<file path="src/sv/svpwm_pkg.sv">
// Shared types, codes and constant tables for the SVPWM vector sequencer.
// No dependencies; imported by every module of the block.
`default_nettype none

package svpwm_pkg;

    localparam int unsigned TABLE_DEGREES = 360;
    localparam logic [15:0] PERIOD_RESET  = 16'd1536;
    localparam logic [8:0]  MAG_LIMIT     = 9'd256;

    localparam logic OP_LOAD   = 1'b0;
    localparam logic OP_SWITCH = 1'b1;

    typedef enum logic [1:0] {
        ZONE_ZERO   = 2'd0,
        ZONE_FIRST  = 2'd1,
        ZONE_SECOND = 2'd2
    } zone_t;

    typedef struct packed {
        logic       operation;
        logic [8:0] angle_deg;
        logic [8:0] magnitude;
    } req_item_t;

    typedef struct packed {
        logic [2:0]  high_side_on;
        logic [2:0]  low_side_on;
        logic [2:0]  vector_index;
        logic [15:0] reload_value;
    } rsp_item_t;

    typedef struct packed {
        logic        angle_ok;
        logic [10:0] first_time;
        logic [10:0] second_time;
        logic [15:0] zero_time;
        logic [2:0]  sector;
        logic        half_flag;
    } dwell_t;

    // round(256*sin(k deg)) for k = 0..60
    function automatic logic [7:0] sine_lut(input logic [5:0] k);
        logic [7:0] s;
        case (k)
            6'd0:  s = 8'd0;   6'd1:  s = 8'd4;   6'd2:  s = 8'd9;   6'd3:  s = 8'd13;
            6'd4:  s = 8'd18;  6'd5:  s = 8'd22;  6'd6:  s = 8'd27;  6'd7:  s = 8'd31;
            6'd8:  s = 8'd36;  6'd9:  s = 8'd40;  6'd10: s = 8'd44;  6'd11: s = 8'd49;
            6'd12: s = 8'd53;  6'd13: s = 8'd58;  6'd14: s = 8'd62;  6'd15: s = 8'd66;
            6'd16: s = 8'd71;  6'd17: s = 8'd75;  6'd18: s = 8'd79;  6'd19: s = 8'd83;
            6'd20: s = 8'd88;  6'd21: s = 8'd92;  6'd22: s = 8'd96;  6'd23: s = 8'd100;
            6'd24: s = 8'd104; 6'd25: s = 8'd108; 6'd26: s = 8'd112; 6'd27: s = 8'd116;
            6'd28: s = 8'd120; 6'd29: s = 8'd124; 6'd30: s = 8'd128; 6'd31: s = 8'd132;
            6'd32: s = 8'd136; 6'd33: s = 8'd139; 6'd34: s = 8'd143; 6'd35: s = 8'd147;
            6'd36: s = 8'd150; 6'd37: s = 8'd154; 6'd38: s = 8'd158; 6'd39: s = 8'd161;
            6'd40: s = 8'd165; 6'd41: s = 8'd168; 6'd42: s = 8'd171; 6'd43: s = 8'd175;
            6'd44: s = 8'd178; 6'd45: s = 8'd181; 6'd46: s = 8'd184; 6'd47: s = 8'd187;
            6'd48: s = 8'd190; 6'd49: s = 8'd193; 6'd50: s = 8'd196; 6'd51: s = 8'd199;
            6'd52: s = 8'd202; 6'd53: s = 8'd204; 6'd54: s = 8'd207; 6'd55: s = 8'd210;
            6'd56: s = 8'd212; 6'd57: s = 8'd215; 6'd58: s = 8'd217; 6'd59: s = 8'd219;
            6'd60: s = 8'd222;
            default: s = 8'd0;
        endcase
        return s;
    endfunction

    // first active vector of a sector, zero when there is no sector
    function automatic logic [2:0] vec_a(input logic [2:0] sector);
        logic [2:0] v;
        case (sector)
            3'd1:    v = 3'd4;
            3'd2:    v = 3'd2;
            3'd3:    v = 3'd2;
            3'd4:    v = 3'd1;
            3'd5:    v = 3'd1;
            3'd6:    v = 3'd4;
            default: v = 3'd0;
        endcase
        return v;
    endfunction

    function automatic logic [2:0] vec_b(input logic [2:0] sector);
        logic [2:0] v;
        case (sector)
            3'd1:    v = 3'd6;
            3'd2:    v = 3'd6;
            3'd3:    v = 3'd3;
            3'd4:    v = 3'd3;
            3'd5:    v = 3'd5;
            3'd6:    v = 3'd5;
            default: v = 3'd0;
        endcase
        return v;
    endfunction

    // distance from 60 of (d mod 120), for d up to 479
    function automatic logic [5:0] tab_index(input logic [8:0] d);
        logic [8:0] r;
        r = d;
        if (r >= 9'd240) r = r - 9'd240;
        if (r >= 9'd120) r = r - 9'd120;
        return (r <= 9'd60) ? 6'(9'd60 - r) : 6'(r - 9'd60);
    endfunction

endpackage

`default_nettype wire

</file>
<file path="src/sv/svpwm_dwell.sv">
// Dwell-time, sector and half-sector calculation for one load item.
// Depends on svpwm_pkg (sine table, dwell_t).
`default_nettype none

module svpwm_dwell (
    input  wire logic [8:0]        angle_deg,
    input  wire logic [8:0]        magnitude,
    input  wire logic [15:0]       period_ticks,
    output svpwm_pkg::dwell_t      dwell
);
    import svpwm_pkg::*;

    logic [8:0]  mag_sat;
    logic [10:0] mag_x3;
    logic [7:0]  mag_scaled;
    logic [8:0]  angle_plus;
    logic [7:0]  sin_first;
    logic [7:0]  sin_second;
    logic [15:0] prod_first;
    logic [15:0] prod_second;
    logic [11:0] active_sum;
    logic [8:0]  sector_base;
    logic [5:0]  offset;

    always_comb
    begin
        mag_sat    = (magnitude > MAG_LIMIT) ? MAG_LIMIT : magnitude;
        mag_x3     = {1'b0, mag_sat, 1'b0} + {2'b00, mag_sat};
        mag_scaled = mag_x3[9:2];

        angle_plus = angle_deg + 9'd60;
        sin_first  = sine_lut(tab_index(angle_deg));
        sin_second = sine_lut(tab_index(angle_plus));

        prod_first  = sin_first * mag_scaled;
        prod_second = sin_second * mag_scaled;

        dwell.angle_ok    = ({23'd0, angle_deg} < 32'(TABLE_DEGREES));
        dwell.first_time  = prod_first[15:5];
        dwell.second_time = prod_second[15:5];

        // saturate at zero when the active vectors fill the period
        active_sum = {1'b0, prod_first[15:5]} + {1'b0, prod_second[15:5]};
        dwell.zero_time = ({4'd0, active_sum} > period_ticks) ? 16'd0
                        : period_ticks - {4'd0, active_sum};

        if (angle_deg >= 9'd300)      begin dwell.sector = 3'd6; sector_base = 9'd300; end
        else if (angle_deg >= 9'd240) begin dwell.sector = 3'd5; sector_base = 9'd240; end
        else if (angle_deg >= 9'd180) begin dwell.sector = 3'd4; sector_base = 9'd180; end
        else if (angle_deg >= 9'd120) begin dwell.sector = 3'd3; sector_base = 9'd120; end
        else if (angle_deg >= 9'd60)  begin dwell.sector = 3'd2; sector_base = 9'd60;  end
        else                          begin dwell.sector = 3'd1; sector_base = 9'd0;   end

        offset = 6'(angle_deg - sector_base);
        // odd sectors: past the middle; even sectors: before the middle
        dwell.half_flag = dwell.sector[0] ? (offset > 6'd30) : (offset < 6'd30);
    end

endmodule

`default_nettype wire

</file>
<file path="src/sv/svpwm_zone.sv">
// Sequencer state: dwell times, sector, zone and the pending vector.
// Depends on svpwm_pkg (zone_t, dwell_t, rsp_item_t, vector tables).
`default_nettype none

module svpwm_zone (
    input  wire logic              clk,
    input  wire logic              rst_n,
    input  wire logic              load_en,
    input  wire logic              switch_en,
    input  wire svpwm_pkg::dwell_t dwell,
    output svpwm_pkg::rsp_item_t   pending
);
    import svpwm_pkg::*;

    zone_t       zone_reg,          zone_next;
    logic [2:0]  vector_reg,        vector_next;
    logic [15:0] reload_reg,        reload_next;
    logic [10:0] first_time_reg,    first_time_next;
    logic [10:0] second_time_reg,   second_time_next;
    logic [15:0] zero_time_reg,     zero_time_next;
    logic [2:0]  sector_reg,        sector_next;
    logic        half_reg,          half_next;
    logic        use_a;
    logic [10:0] active_time;

    always_ff @(posedge clk or negedge rst_n)
    begin
        if (!rst_n)
        begin
            zone_reg        <= ZONE_ZERO;
            vector_reg      <= 3'd0;
            reload_reg      <= 16'd0;
            first_time_reg  <= 11'd0;
            second_time_reg <= 11'd0;
            zero_time_reg   <= 16'd0;
            sector_reg      <= 3'd0;
            half_reg        <= 1'b0;
        end
        else
        begin
            zone_reg        <= zone_next;
            vector_reg      <= vector_next;
            reload_reg      <= reload_next;
            first_time_reg  <= first_time_next;
            second_time_reg <= second_time_next;
            zero_time_reg   <= zero_time_next;
            sector_reg      <= sector_next;
            half_reg        <= half_next;
        end
    end

    always_comb
    begin
        zone_next        = zone_reg;
        vector_next      = vector_reg;
        reload_next      = reload_reg;
        first_time_next  = first_time_reg;
        second_time_next = second_time_reg;
        zero_time_next   = zero_time_reg;
        sector_next      = sector_reg;
        half_next        = half_reg;
        use_a            = 1'b0;
        active_time      = 11'd0;

        if (load_en)
        begin
            first_time_next  = dwell.first_time;
            second_time_next = dwell.second_time;
            zero_time_next   = dwell.zero_time;
            sector_next      = dwell.sector;
            half_next        = dwell.half_flag;
        end

        if (switch_en)
        begin
            case (zone_reg)
                ZONE_ZERO:  zone_next = ZONE_FIRST;
                ZONE_FIRST: zone_next = ZONE_SECOND;
                default:    zone_next = ZONE_ZERO;
            endcase

            use_a       = (zone_next == ZONE_FIRST) ? half_reg : !half_reg;
            active_time = use_a ? first_time_reg : second_time_reg;

            if (zone_next == ZONE_ZERO)
            begin
                vector_next = 3'd0;
                reload_next = ~zero_time_reg;
            end
            else
            begin
                // hold the vector when no angle has been loaded yet
                if (sector_reg != 3'd0 && sector_reg != 3'd7)
                    vector_next = use_a ? vec_a(sector_reg) : vec_b(sector_reg);
                reload_next = ~{5'd0, active_time};
            end
        end
    end

    assign pending.high_side_on = vector_reg;
    assign pending.low_side_on  = ~vector_reg;
    assign pending.vector_index = vector_reg;
    assign pending.reload_value = reload_reg;

endmodule

`default_nettype wire

</file>
<file path="src/sv/svpwm_vector_sequencer.sv">
// Top level of the SVPWM vector sequencer: input register, period register,
// result register. Depends on svpwm_pkg, svpwm_dwell and svpwm_zone.
`default_nettype none

// One item a cycle while results are taken: an item is registered at the input
// and processed against the sequencer state from there; a switch item waits
// there while the result register is full, and its result is loaded into the
// result register when it is processed, raising rsp_valid. Load items
// (operation 0) update the dwell times and sector and give no result; a load
// with an angle of 360 or more is dropped. The result register lets a new
// item in while a result waits for rsp_ready, so the throughput is one item
// per clock as long as results are taken. The PWM period (cfg_data, reset
// 1536 ticks) is written by the user with cfg_we while idle; not enforced.
module svpwm_vector_sequencer (
    input  wire logic                  clk,
    input  wire logic                  rst_n,
    input  wire logic                  cfg_we,
    input  wire logic [15:0]           cfg_data,
    input  wire logic                  req_valid,
    output logic                       req_ready,
    input  wire svpwm_pkg::req_item_t  req_item,
    output logic                       rsp_valid,
    input  wire logic                  rsp_ready,
    output svpwm_pkg::rsp_item_t       rsp_item
);
    import svpwm_pkg::*;

    logic [15:0] period_reg;
    logic        stage_valid_reg;
    req_item_t   stage_item_reg;
    logic        rsp_valid_reg;
    rsp_item_t   rsp_item_reg;

    logic        rsp_free;
    logic        stage_is_switch;
    logic        stage_fire;
    logic        load_en;
    logic        switch_en;
    dwell_t      dwell;
    rsp_item_t   pending;

    assign rsp_free        = !rsp_valid_reg || rsp_ready;
    assign stage_is_switch = (stage_item_reg.operation == OP_SWITCH);
    // a load gives no result, so it never waits on the output
    assign stage_fire      = stage_valid_reg && (!stage_is_switch || rsp_free);
    assign req_ready       = !stage_valid_reg || stage_fire;
    assign load_en         = stage_fire && !stage_is_switch && dwell.angle_ok;
    assign switch_en       = stage_fire && stage_is_switch;

    always_ff @(posedge clk or negedge rst_n)
    begin
        if (!rst_n)
        begin
            period_reg      <= PERIOD_RESET;
            stage_valid_reg <= 1'b0;
            rsp_valid_reg   <= 1'b0;
        end
        else
        begin
            if (cfg_we)
                period_reg <= cfg_data;
            if (req_ready)
                stage_valid_reg <= req_valid;
            if (switch_en)
                rsp_valid_reg <= 1'b1;
            else if (rsp_ready)
                rsp_valid_reg <= 1'b0;
        end
    end

    always_ff @(posedge clk)
    begin
        if (req_ready && req_valid)
            stage_item_reg <= req_item;
        if (switch_en)
            rsp_item_reg <= pending;
    end

    svpwm_dwell u_dwell (
        .angle_deg    (stage_item_reg.angle_deg),
        .magnitude    (stage_item_reg.magnitude),
        .period_ticks (period_reg),
        .dwell        (dwell)
    );

    svpwm_zone u_zone (
        .clk       (clk),
        .rst_n     (rst_n),
        .load_en   (load_en),
        .switch_en (switch_en),
        .dwell     (dwell),
        .pending   (pending)
    );

    assign rsp_valid = rsp_valid_reg;
    assign rsp_item  = rsp_item_reg;

endmodule

`default_nettype wire

</file>
<file path="config.mk">
export PLATFORM = sky130hd
export DESIGN_NAME = svpwm_vector_sequencer
export DESIGN_NICKNAME = d
export VERILOG_FILES = /design/src/sv/svpwm_pkg.sv /design/src/sv/svpwm_dwell.sv /design/src/sv/svpwm_zone.sv /design/src/sv/svpwm_vector_sequencer.sv
export SDC_FILE = /design/constraint.sdc
export NUM_CORES = 1
export LEC_CHECK = 0
export ABC_CLOCK_PERIOD_IN_PS = 18200
export BUFFER_PORTS_ARGS = -buffer_cell sky130_fd_sc_hd__buf_2
export CAP_MARGIN = 20
export CORE_ASPECT_RATIO = 1.5
export CORE_UTILIZATION = 25
export CTS_CLUSTER_DIAMETER = 50
export DETAILED_ROUTE_END_ITERATION = 10
export SETUP_SLACK_MARGIN = 0.3
export SLEW_MARGIN = 20
export SYNTH_ARGS = -nofsm -noshare
export SYNTH_HDL_FRONTEND = slang
export SYNTH_HIERARCHICAL = 1
export SYNTH_SLANG_ARGS = --single-unit
</file>
<file path="constraint.sdc">
create_clock -name clk -period 18.2 [get_ports clk]
set_input_delay 0.91 -clock clk [delete_from_list [all_inputs] [get_ports clk]]
set_output_delay 0.91 -clock clk [all_outputs]
set_load 0.01 [all_outputs]
</file>
# Word level (Yosys, flattened, before mapping)
# Memories as Yosys holds them, arrays and structs flattened.
# Cells that the tools add are included.
# totals
output_inout_bits	27
mem_bits_ro	1024
in_bits	40
latchBits	0
ram_bits	0
elab_cells	117
register_bits	122
memories	2
# mem_list
memory	words	width	rd	rd_clocked_by_memory_dff	write_ports	line_no	text
(no name shown)	64	8	1	0	0	svpwm_pkg.sv:45	case (k)
(no name shown)	64	8	1	0	0	svpwm_pkg.sv:45	
# op_classes
n_mux	31
n_reduce_logical	25
shifts	0
n_mul	2
n_lt_le_gt_ge	15
bitwise	3
n_eq_ne	9
n_addsub	13
n_div	0
# op_table
cell	count
2-to-1 mux 9 bit	5
2-to-1 mux 6 bit	7
multiplier 8 x 8 -> 16 bit	2
2-to-1 mux 16 bit	2
greater-or-equal comparator 9 x 7 -> 1 bit, second input constant	3
greater-or-equal comparator 9 x 8 -> 1 bit, second input constant	3
2-to-1 mux 3 bit	7
less-or-equal comparator 9 x 6 -> 1 bit, second input constant	2
case mux 3 bit (3 select lines)	2
subtractor 9 x 7 -> 9 bit, second input constant	2
subtractor 9 x 8 -> 9 bit, second input constant	2
greater-than comparator 12 x 16 -> 1 bit	1
NOT 11 -> 16 bit	1
NOT 16 bit	1
subtractor 16 x 12 -> 16 bit	1
adder 11 x 11 -> 12 bit	1
OR reduction 2 bit	6
subtractor 6 bit, first input constant	2
subtractor 6 bit, second input constant	2
2-to-1 mux 11 bit	1
adder 10 x 9 -> 10 bit	1
adder 9 x 6 -> 9 bit, second input constant	1
== test 3 bit, second input constant	3
greater-or-equal comparator 9 x 6 -> 1 bit, second input constant	1
21 further kinds	39

# Logic depth before layout (Yosys ltp)
# Gate-level depths: netlist (run 1).
# An unclocked memory read counts as a cell.
# logic_depth
ltp_word	12
ltp_mapped	61
mapped_depth_nobuf	57

# Cells and area by module
# Netlist (run 1), hierarchy kept.
# modules_own_cells
mod	area_each_um2	cells_per_inst	n_inst	seq_area_each_um2
svpwm_dwell	8453.1	1121	1	0.0
svpwm_zone	2763.9	234	1	1576.5
svpwm_vector_sequencer	2073.2	90	1	1774.2

# Least setup slack after synthesis (run 1)
# No wires, ideal clock.
# synth_timing
path_kind	register to register
start	register stage_item_reg[11] in the netlist's numbering
end	register u_zone.zero_time_reg[4]
slack_ns	5.552
required_time_ns	18.075
path_stages_with_launch	59
n_path_buf	5
arrival_time_ns	12.523
period_less_slack_ns	12.648
path_cell_list	edfxtp_1 clkbuf_1 inv_1 clkbuf_1 ha_1 nand2b_1 a21boi_1 a2111o_1 nand3_1 o21ai_0 ha_1 a41o_1 a32o_1 xnor2_1 ha_1 inv_1 nor2_1 or4_1 [... 23 more ...] xnor2_1 ha_1 o21ai_0 nand2b_1 and2_1 o21ai_0 nand2b_1 a21o_1 a21o_1 a21o_1 a21o_1 a21o_1 a21o_1 nor2_1 and2_1 clkbuf_1 nor3_1 mux2_2
# synth_rtl
item	line_no	text
start, declared	svpwm_vector_sequencer.sv:30	req_item_t stage_item_reg;
start signal, assigned	svpwm_vector_sequencer.sv:74	stage_item_reg <= req_item;
end signal, assigned	svpwm_zone.sv:46	zero_time_reg <= zero_time_next;
end, declared	svpwm_zone.sv:20	logic [15:0] zero_time_reg, zero_time_next;

==> results of run 1 <==
==> cell families (layout without fill, tap and decap cells) <==
family	count (synthesis)	in the layout	synth area share, %
simple gates	449	449	16.5
xor+xnor	64	64	4.38
compound gates	330	330	17.9
buf+inv	198	250	6.15
flops	125	125	25.2
mux	79	79	6.86
fa+ha+maj	200	200	23.0
==> path summary, 6_finish.rpt <==
kind / endpoint / start / slack (ns) / cells after the start
max in group asynchronous: u_zone/second_time_reg[8] / rst_n / 16.76 / 2
min: u_zone/sector_reg[1] / rst_n / 0.28 / 1
max reg2reg: u_zone/zero_time_reg[5] / stage_item_reg[11] / 4.51 / 54
min in group clk: rsp_item[0] / u_zone/reload_reg[0] / 0.45 / 0
max: u_zone/zero_time_reg[5] / stage_item_reg[11] / 4.51 / 54
min reg2reg: rsp_item[0] / u_zone/reload_reg[0] / 0.45 / 0
==> cells in the final DEF (no fill, tap or decap), types with 12 or more instances in the layout <==
cell type / count
nor2_1: 156
inv_1: 132
ha_1: 126
nand2_1: 81
dfrtp_1: 79
fa_1: 74
a21oi_1: 69
buf_2: 65
mux2_2: 53
o21ai_0: 53
xnor2_1: 45
edfxtp_1: 44
nand2b_1: 41
nand3_1: 39
a21o_1: 31
nor2b_1: 23
nor3_1: 23
buf_4: 19
and2_1: 17
clkbuf_16: 17
a31oi_1: 15
and3_1: 14
mux2i_1: 14
xor2_1: 14
o211ai_1: 13
or2_2: 13
a31o_1: 12
==> per-layer routing <==
layer,up-vias,GRT usage [%],part of all wire [%]
met5,-,0,0
met2,265,24.8,54
met1,5018,14.3,39
met3,83,1.68,3.1
met4,0,7.80,4.3
li1,5155,-,-
==> area by class of cell <==
cell class | instances | area (sq um) | area share (%)
Multi-Input combinational cell | 1122 | 9170 | 61.5
Sequential cell | 125 | 3350 | 22.5
Tap cell | 682 | 853 | 5.72
Inverter | 134 | 503 | 3.37
Timing Repair Buffer | 84 | 468 | 3.14
Clock buffer | 17 | 425 | 2.85
Clock inverter | 15 | 146 | 0.981
==> metrics by stage <==
step	std cells	worst slack (ns)	util (%)	cell area [sq um]
final	2179	4.51	28.4	14900
after global routing	2179	3.47	28.4	14900
after CTS	2179	4.58	28.4	14900
after detailed placement	2147	4.65	27.3	14300
after global placement	2147	5.00	27.3	14300
after floorplan	1445	5.55	-	13300
==> worst max-delay path: cells and delay by family (launching register included) <==
kind	cells	cell delay, ns
mux	3	0.86
simple gates	12	2.39
fa+ha+maj	11	3.68
buf+inv	6	1.22
flops	1	0.36
xor+xnor	3	0.59
compound gates	19	4.46
==> qor.yml, run 1 <==
outcome:
  status: "finished, final reports clean"
die:
  fp.dieH_um: 284
  die_x_um: 190
  io_pins: 67
  die_area_sq_mm: 0.0541
  start_util_pct: 25.3
  num_rows: 103
  core_area_sq_mm: 0.0526
sta:
  rsz0062_at_grt: "false"
  period_minus_slack_ns: 13.69
  setup_tns_ns: 0
  skew_ns: 0.0169
  setup_viol: 0
  max_slew.worst_pin.slew_ns: 0.991
  finalHoldViolCount: 0
  fmax_ghz: 0.0731
  timing.final.crit_share_pct: 75.2
  whs_ns: 0.280
  slew_viol_final: 0
  relSlewSlack_pct: 33.4
synth:
  avgSynthCellArea_sq_um: 9.20
  synth_edf_count: 44
  synth_most_common_cell: "nor2_1"
  postSynth.asyncResetShare_pct: 64.8
  synth_seq_cells: 125
  yosys_most_used_dff: "dfrtp_1"
  synth.yosys.warnings: 6
  yosys-top-cells-count: "157 x nor2_1, 132 x inv_1, 126 x ha_1, 81 x nand2_1, 79 x dfrtp_1"
  mappedNetlistNets: 1685
  synth_area_sq_mm: 0.0133
  synth_area_leader_cell: "dfrtp_1"
  synthDistinctLibCells: 100
  synth_seq_area_share_pct: 25.2
  synth.area.top_cells: "dfrtp_1 15%, ha_1 12%, fa_1 11%"
  syn_inst: 1445
  synth_top_area_share_pct: 14.9
routing:
  ant_nets: 0
  dr.pass1.iters: 5
  vias: 10500
  wire_per_inst_um: 16.1
  drc_errors: 0
  finalWirelength_mm: 35.2
  viasPerCell: 4.83
  drtIter0Drc: 567
clock_tree:
  numCtsBuffers: 17
  clk_path_buf_depth: 2
  path_clk_slew_ns: 0.08
  cts_tree: "yes"
  root_buffer: "clkbuf_16"
  cts_num_sinks: 125
  cts_resized: 0
  postCtsHoldBufs: 0
  htree_levels: 4
  cts_setup_buffers: 0
  clock_latency_ns: 0.45
finish:
  antenna_cells: 0
  area_growth_pct: 12.2
  drive_gt1_share_pct: 15.6
  fin_nets: 1724
  largest_reg_flops: 25
  nFillCells: 5523
grt:
  antenna_found_initial: 0
  grt_use_total_pct: 13.4
  grt_pass1_wl_mm: 57.3
  grt_max_degree: 74
  grt_pass1_vias: 11100
  overflow: 0
critical_path:
  endpoint_kind: "flop"
  crit_type: "flop to flop"
  cp.arrival_ns: 14.02
  slowest_delay_ns: 0.60
  cp-start-kind: "flop"
  cp_slowest_cell: "o21ai_1"
  path_common_cell: "ha_1"
  cp_data_required_time_ns: 18.53
  path_max_fanout: 36
hold_path:
  hold_path_class: "input port to async pin"
placement:
  portBuffers: 66
  place_congestion: 0.841
  hpwlAfterDp_mm: 27.9
job:
  drv_cap: 0
Power of run 1 is left out: the tool's default activity adds up to more than one toggle a clock period on the data nets, which glitch-free logic cannot reach.
==> run 2: changes to the inputs <==
--- a/config.mk
+++ b/config.mk
@@ -5,7 +5,7 @@
 export SDC_FILE = /design/constraint.sdc
 export NUM_CORES = 1
 export LEC_CHECK = 0
-export ABC_CLOCK_PERIOD_IN_PS = 18200
+export ABC_CLOCK_PERIOD_IN_PS = 13200
 export BUFFER_PORTS_ARGS = -buffer_cell sky130_fd_sc_hd__buf_2
 export CAP_MARGIN = 20
 export CORE_ASPECT_RATIO = 1.5
==> constraint.sdc (replaced) <==
create_clock -name clk -period 13.2 [get_ports clk]
set_input_delay 0.66 -clock clk [delete_from_list [all_inputs] [get_ports clk]]
set_output_delay 0.66 -clock clk [all_outputs]
set_load 0.01 [all_outputs]
==> qor.yml, run 2 (synthesis gave the netlist of run 1 again) <==
outcome:
  status: "finished, final reports clean"  # unchanged
clock_tree:
  root_buffer: "clkbuf_16"  # unchanged
  numCtsBuffers: 17  # unchanged
  clock_latency_ns: 0.46  # was 0.45 ns
  path_clk_slew_ns: 0.07  # was 0.08 ns
  clk_path_buf_depth: 2  # unchanged
  cts_num_sinks: 125  # unchanged
  htree_levels: 4  # unchanged
  cts_tree: "yes"  # unchanged
placement:
  hpwlAfterDp_mm: 28.0  # was 27.9 mm
  place_congestion: 0.878  # was 0.841
  portBuffers: 66  # unchanged
  numPlacedInstances: 2162  # was 2147
job:
  drv_cap: 0  # unchanged
sta:
  timing.final.crit_share_pct: 91.9  # was 75.2%
  setup_viol: 0  # unchanged
  period_minus_slack_ns: 12.13  # was 13.69 ns
  slew_viol_final: 0  # unchanged
  fmax_ghz: 0.0824  # was 0.0731 GHz
  relSlewSlack_pct: 26.1  # was 33.4%
  skew_ns: 0.0194  # was 0.0169 ns
  finalHoldViolCount: 0  # unchanged
  rsz0062_at_grt: "false"  # unchanged
  whs_ns: 0.373  # was 0.280 ns
  setup_tns_ns: 0  # unchanged
  max_slew.worst_pin.slew_ns: 1.10  # was 0.991 ns
grt:
  grt_pass1_vias: 10900  # was 11100
  antenna_found_initial: 2  # was 0
  grt_pass1_wl_mm: 56.5  # was 57.3 mm
  gr-usage-met3_pct: 1.98  # was 1.68%
  grt_use_total_pct: 13.2  # was 13.4%
  grt.busiest_layer: "met2"  # unchanged
  use_met2_pct: 25.2  # was 24.8%
  met1_usage_pct: 13.9  # was 14.3%
  grt_max_degree: 75  # was 74
  overflow: 0  # unchanged
routing:
  vias: 10700  # was 10500
  dr.pass1.iters: 7  # was 5
  drtIter0Drc: 539  # was 567
  finalWirelength_mm: 35.7  # was 35.2 mm
  ant_nets: 0  # unchanged
  drc_errors: 0  # unchanged
  viasPerCell: 4.85  # was 4.83
  wire_per_inst_um: 16.2  # was 16.1 um
critical_path:
  endpoint_kind: "flop"  # unchanged
  path_max_fanout: 14  # was 36
  cp_slowest_cell: "a211oi_2"  # was o21ai_1
  path_common_cell: "a21o_1"  # was ha_1
  crit_type: "flop to flop"  # unchanged
  slowest_delay_ns: 0.55  # was 0.60 ns
  cp-start-kind: "flop"  # unchanged
  cp.arrival_ns: 12.46  # was 14.02 ns
  cp_data_required_time_ns: 13.53  # was 18.53 ns
die:
  core_area_sq_mm: 0.0526  # unchanged
  fp.dieH_um: 284  # unchanged
  start_util_pct: 25.3  # unchanged
  die_x_um: 190  # unchanged
  die_area_sq_mm: 0.0541  # unchanged
  io_pins: 67  # unchanged
  num_rows: 103  # unchanged
finish:
  finalCoreUtilization_pct: 29.1  # was 28.4%
  drive_gt1_share_pct: 17.8  # was 15.6%
  area_growth_pct: 15.0  # was 12.2%
  fin_cells: 2208  # was 2179
  largest_reg_flops: 25  # unchanged
  layout_commonest_cell: "nor2_1"  # unchanged
  mostFrequentLayoutCells: "156 x nor2_1, 132 x inv_1, 124 x ha_1"  # was 156 x nor2_1, 132 x inv_1, 126 x ha_1
  fin_nets: 1751  # was 1724
hold_path:
  hold_path_class: "input port to flop"  # was input port to async pin
==> run 2: layout make-up <==
class	instances	area, sq um
multi-input combinational	1122	9240
clock buffer	17	425
fill	5526	37300
tap	682	853
inverter	134	503
antenna	2	5.00
timing repair buffer	111	673
clock inverter	15	234
sequential	125	3350
==> run 2: final timing paths <==
path / start / to / cells after the start / slack [ns]
min reg2reg: u_zone/reload_reg[13] / rsp_item[13] / 0 / 0.45
min in group asynchronous: rst_n / stage_valid_reg / 2 / 0.57
max in group asynchronous: rst_n / u_zone/second_time_reg[8] / 3 / 11.44
max: stage_item_reg[12] / u_zone/zero_time_reg[15] / 48 / 1.07
max reg2reg: stage_item_reg[12] / u_zone/zero_time_reg[15] / 48 / 1.07
min: req_item[10] / stage_item_reg[10] / 1 / 0.37
==> run 2: metrics by stage <==
step | setup WS [ns] | instance area, sq um
4_1_cts | 0.381 | 15100
3_3_place_gp | 0.489 | 14400
5_1_grt | 0.312 | 15300
2_1_floorplan | 0.552 | 13300
6_report | 1.07 | 15300
3_5_place_dp | 0.418 | 14400
==> run 2: worst max-delay path, delay by kind of cell, from the launching register on <==
family	cells	cell delay (ns)
mux	1	0.25
flops	1	0.39
buf+inv	5	0.51
simple gates	7	1.49
fa+ha+maj	9	3.30
xor+xnor	4	0.74
compound gates	22	5.35
==> run 2: per-layer routing <==
metal | part of all wire (%) | wire, um | up-vias
met2 | 55 | 19500 | 220
met1 | 39 | 14000 | 5197
li1 | - | - | 5220
met3 | 3.0 | 1090 | 73
met5 | 0 | 0 | -
met4 | 3.2 | 1150 | 0
==> run 2: timing repair <==
action,CTS,global route
setup endpoints to repair,0,16
hold buffers,1,0
buffers inserted,0,11
hold endpoints to repair,2,0
gates resized for setup,0,18
Power of run 2 is left out for the same reason.
==> run 3: changes to the inputs <==
--- a/config.mk
+++ b/config.mk
@@ -9,6 +9,7 @@
 export BUFFER_PORTS_ARGS = -buffer_cell sky130_fd_sc_hd__buf_2
 export CAP_MARGIN = 20
 export CORE_ASPECT_RATIO = 1.5
+export CORE_MARGIN = 2
 export CORE_UTILIZATION = 25
 export CTS_CLUSTER_DIAMETER = 50
 export DETAILED_ROUTE_END_ITERATION = 10
==> qor.yml, run 3 (synthesis gave the netlist of run 1 again) <==
sta:
  worst_slack_ns: 0.993  # was 1.07 ns
  relSlewSlack_pct: 30.5  # was 26.1%
  setup_viol: 0  # unchanged
  rsz0062_at_grt: "false"  # unchanged
  fmax_ghz: 0.0819  # was 0.0824 GHz
  skew_ns: 0.0160  # was 0.0194 ns
  timing.final.crit_share_pct: 92.5  # was 91.9%
  slew_viol_final: 0  # unchanged
  setup_tns_ns: 0  # unchanged
  period_minus_slack_ns: 12.21  # was 12.13 ns
  finalHoldViolCount: 0  # unchanged
  max_slew.worst_pin.slew_ns: 1.04  # was 1.10 ns
critical_path:
  cp_slowest_cell: "fa_1"  # was a211oi_2
  cp_data_required_time_ns: 13.52  # was 13.53 ns
  path_common_cell: "a21o_1"  # unchanged
  cp.arrival_ns: 12.53  # was 12.46 ns
  path_max_fanout: 7  # was 14
  cp-start-kind: "flop"  # unchanged
  endpoint_kind: "flop"  # unchanged
  crit_type: "flop to flop"  # unchanged
  slowest_delay_ns: 0.58  # was 0.55 ns
placement:
  place_ws_ns: 0.190  # was 0.418 ns
  hpwlAfterDp_mm: 27.5  # was 28.0 mm
  numPlacedInstances: 2162  # unchanged
  place_congestion: 0.863  # was 0.878
  postPlaceCellArea_sq_mm: 0.0144  # unchanged
  portBuffers: 66  # unchanged
clock_tree:
  clk_path_buf_depth: 2  # unchanged
  path_clk_slew_ns: 0.07  # about the same
  postCtsHoldBufs: 0  # was 1
  htree_levels: 4  # unchanged
  root_buffer: "clkbuf_16"  # unchanged
  numCtsBuffers: 17  # unchanged
  cts_num_sinks: 125  # unchanged
  cts_tree: "yes"  # unchanged
  clock_latency_ns: 0.45  # was 0.46 ns
outcome:
  status: "finished, final reports clean"  # unchanged
die:
  die_x_um: 192  # was 190 um
  die_area_sq_mm: 0.0551  # was 0.0541 sq mm
  core_area_sq_mm: 0.0526  # unchanged
  num_rows: 103  # unchanged
  io_pins: 67  # unchanged
  start_util_pct: 25.3  # unchanged
  fp.dieH_um: 286  # was 284 um
routing:
  dr.pass1.iters: 5  # was 7
  vias: 10800  # was 10700
  finalWirelength_mm: 35.0  # was 35.7 mm
  wire_per_inst_um: 15.8  # was 16.2 um
  drtIter0Drc: 472  # was 539
  viasPerCell: 4.86  # was 4.85
  drc_errors: 0  # unchanged
  ant_nets: 0  # unchanged
finish:
  largest_reg_flops: 25  # unchanged
  ff_latch_area_sq_mm: 0.00335  # unchanged
  multi_input_comb_area_sq_mm: 0.00925  # was 0.00924 sq mm
  mostFrequentLayoutCells: "156 x nor2_1, 132 x inv_1, 123 x ha_1"  # was 156 x nor2_1, 132 x inv_1, 124 x ha_1
  nFillCells: 5581  # was 5526
  fin_cells: 2215  # was 2208
  fin_nets: 1760  # was 1751
  final_area_sq_mm: 0.0153  # about the same
  drive_gt1_share_pct: 18.2  # was 17.8%
  area_growth_pct: 15.1  # was 15.0%
  layout_commonest_cell: "nor2_1"  # unchanged
  antenna_cells: 0  # was 2
job:
  drv_cap: 0  # unchanged
grt:
  grt_pass1_wl_mm: 55.5  # was 56.5 mm
  overflow: 0  # unchanged
  grt_max_degree: 75  # unchanged
  grt_pass1_vias: 10900  # about the same
  antenna_found_initial: 0  # was 2
  grt_use_total_pct: 12.7  # was 13.2%
hold_path:
  hold_path_class: "input port to async pin"  # was input port to flop
run 3: changes by cell type in the layout (fill, tap and decap cells not counted), sizes merged, moves of 2 or more:
| cell | change |
|---|---|
| buf | +9 |
| clkinv | +2 |
| bufinv | -4 |
| diode | -2 |
| clkbuf | +6 |
| inv | -3 |
run 3: critical path, delay by kind of cell (launching register included):
| kind | cells | cell delay, ns |
|---|---|---|
| AO/OA/AOI/OAI | 19 | 4.53 |
| adder cells (fa/ha/maj) | 10 | 3.50 |
| AND/OR/NAND/NOR | 10 | 1.57 |
| multiplexers | 3 | 0.83 |
| buffers and inverters | 6 | 0.73 |
| flip-flops | 1 | 0.46 |
| XOR/XNOR | 3 | 0.45 |
run 3: stage by stage:
step	utilization (%)	hold slack, ns
2_1_floorplan	-	0.364
3_3_place_gp	27.5	0.432
3_5_place_dp	27.5	0.437
4_1_cts	28.6	0.00890
5_1_grt	29.1	0.0188
6_report	29.1	0.0260
run 3: final timing paths:
path                                      start                       end  slack, ns  cells past startpoint
max                          stage_item_reg[14]  u_zone/zero_time_reg[15]       0.99                     51
min in group clk                   req_item[16]        stage_item_reg[16]       0.38                      1
min reg2reg                u_zone/reload_reg[0]               rsp_item[0]       0.45                      0
min                                       rst_n           u_zone/half_reg       0.03                      1
max in group asynchronous                 rst_n   u_zone/zero_time_reg[1]      11.99                      2
max reg2reg                  stage_item_reg[14]  u_zone/zero_time_reg[15]       0.99                     51
run 3: final cells by class:
class	count	area share [%]
Tap cell	682	5.58
Timing Repair Buffer	120	4.81
Multi-Input combinational cell	1122	60.4
Sequential cell	125	21.9
Clock inverter	10	0.646
Inverter	134	3.29
Clock buffer	22	3.32
run 3: metal layers:
layer  global-route usage [%]  part of all wire [%]  vias to the layer above
li1                         -                     -                     5236
met1                     13.7                    40                     5249
met2                     23.9                    53                      213
met3                     1.91                   3.2                       70
met4                     6.24                   3.7                        0
met5                        0                     0                        -
run 3: what timing repair did:
| item | CTS | global route |
|---|---|---|
| buffers inserted | 0 | 21 |
| endpoints found under the hold margin | 0 | 0 |
| setup endpoints to repair | 14 | 16 |
| gates resized for setup | 1 | 17 |
| pin swaps | 0 | 4 |
Power of run 3 is left out for the same reason.
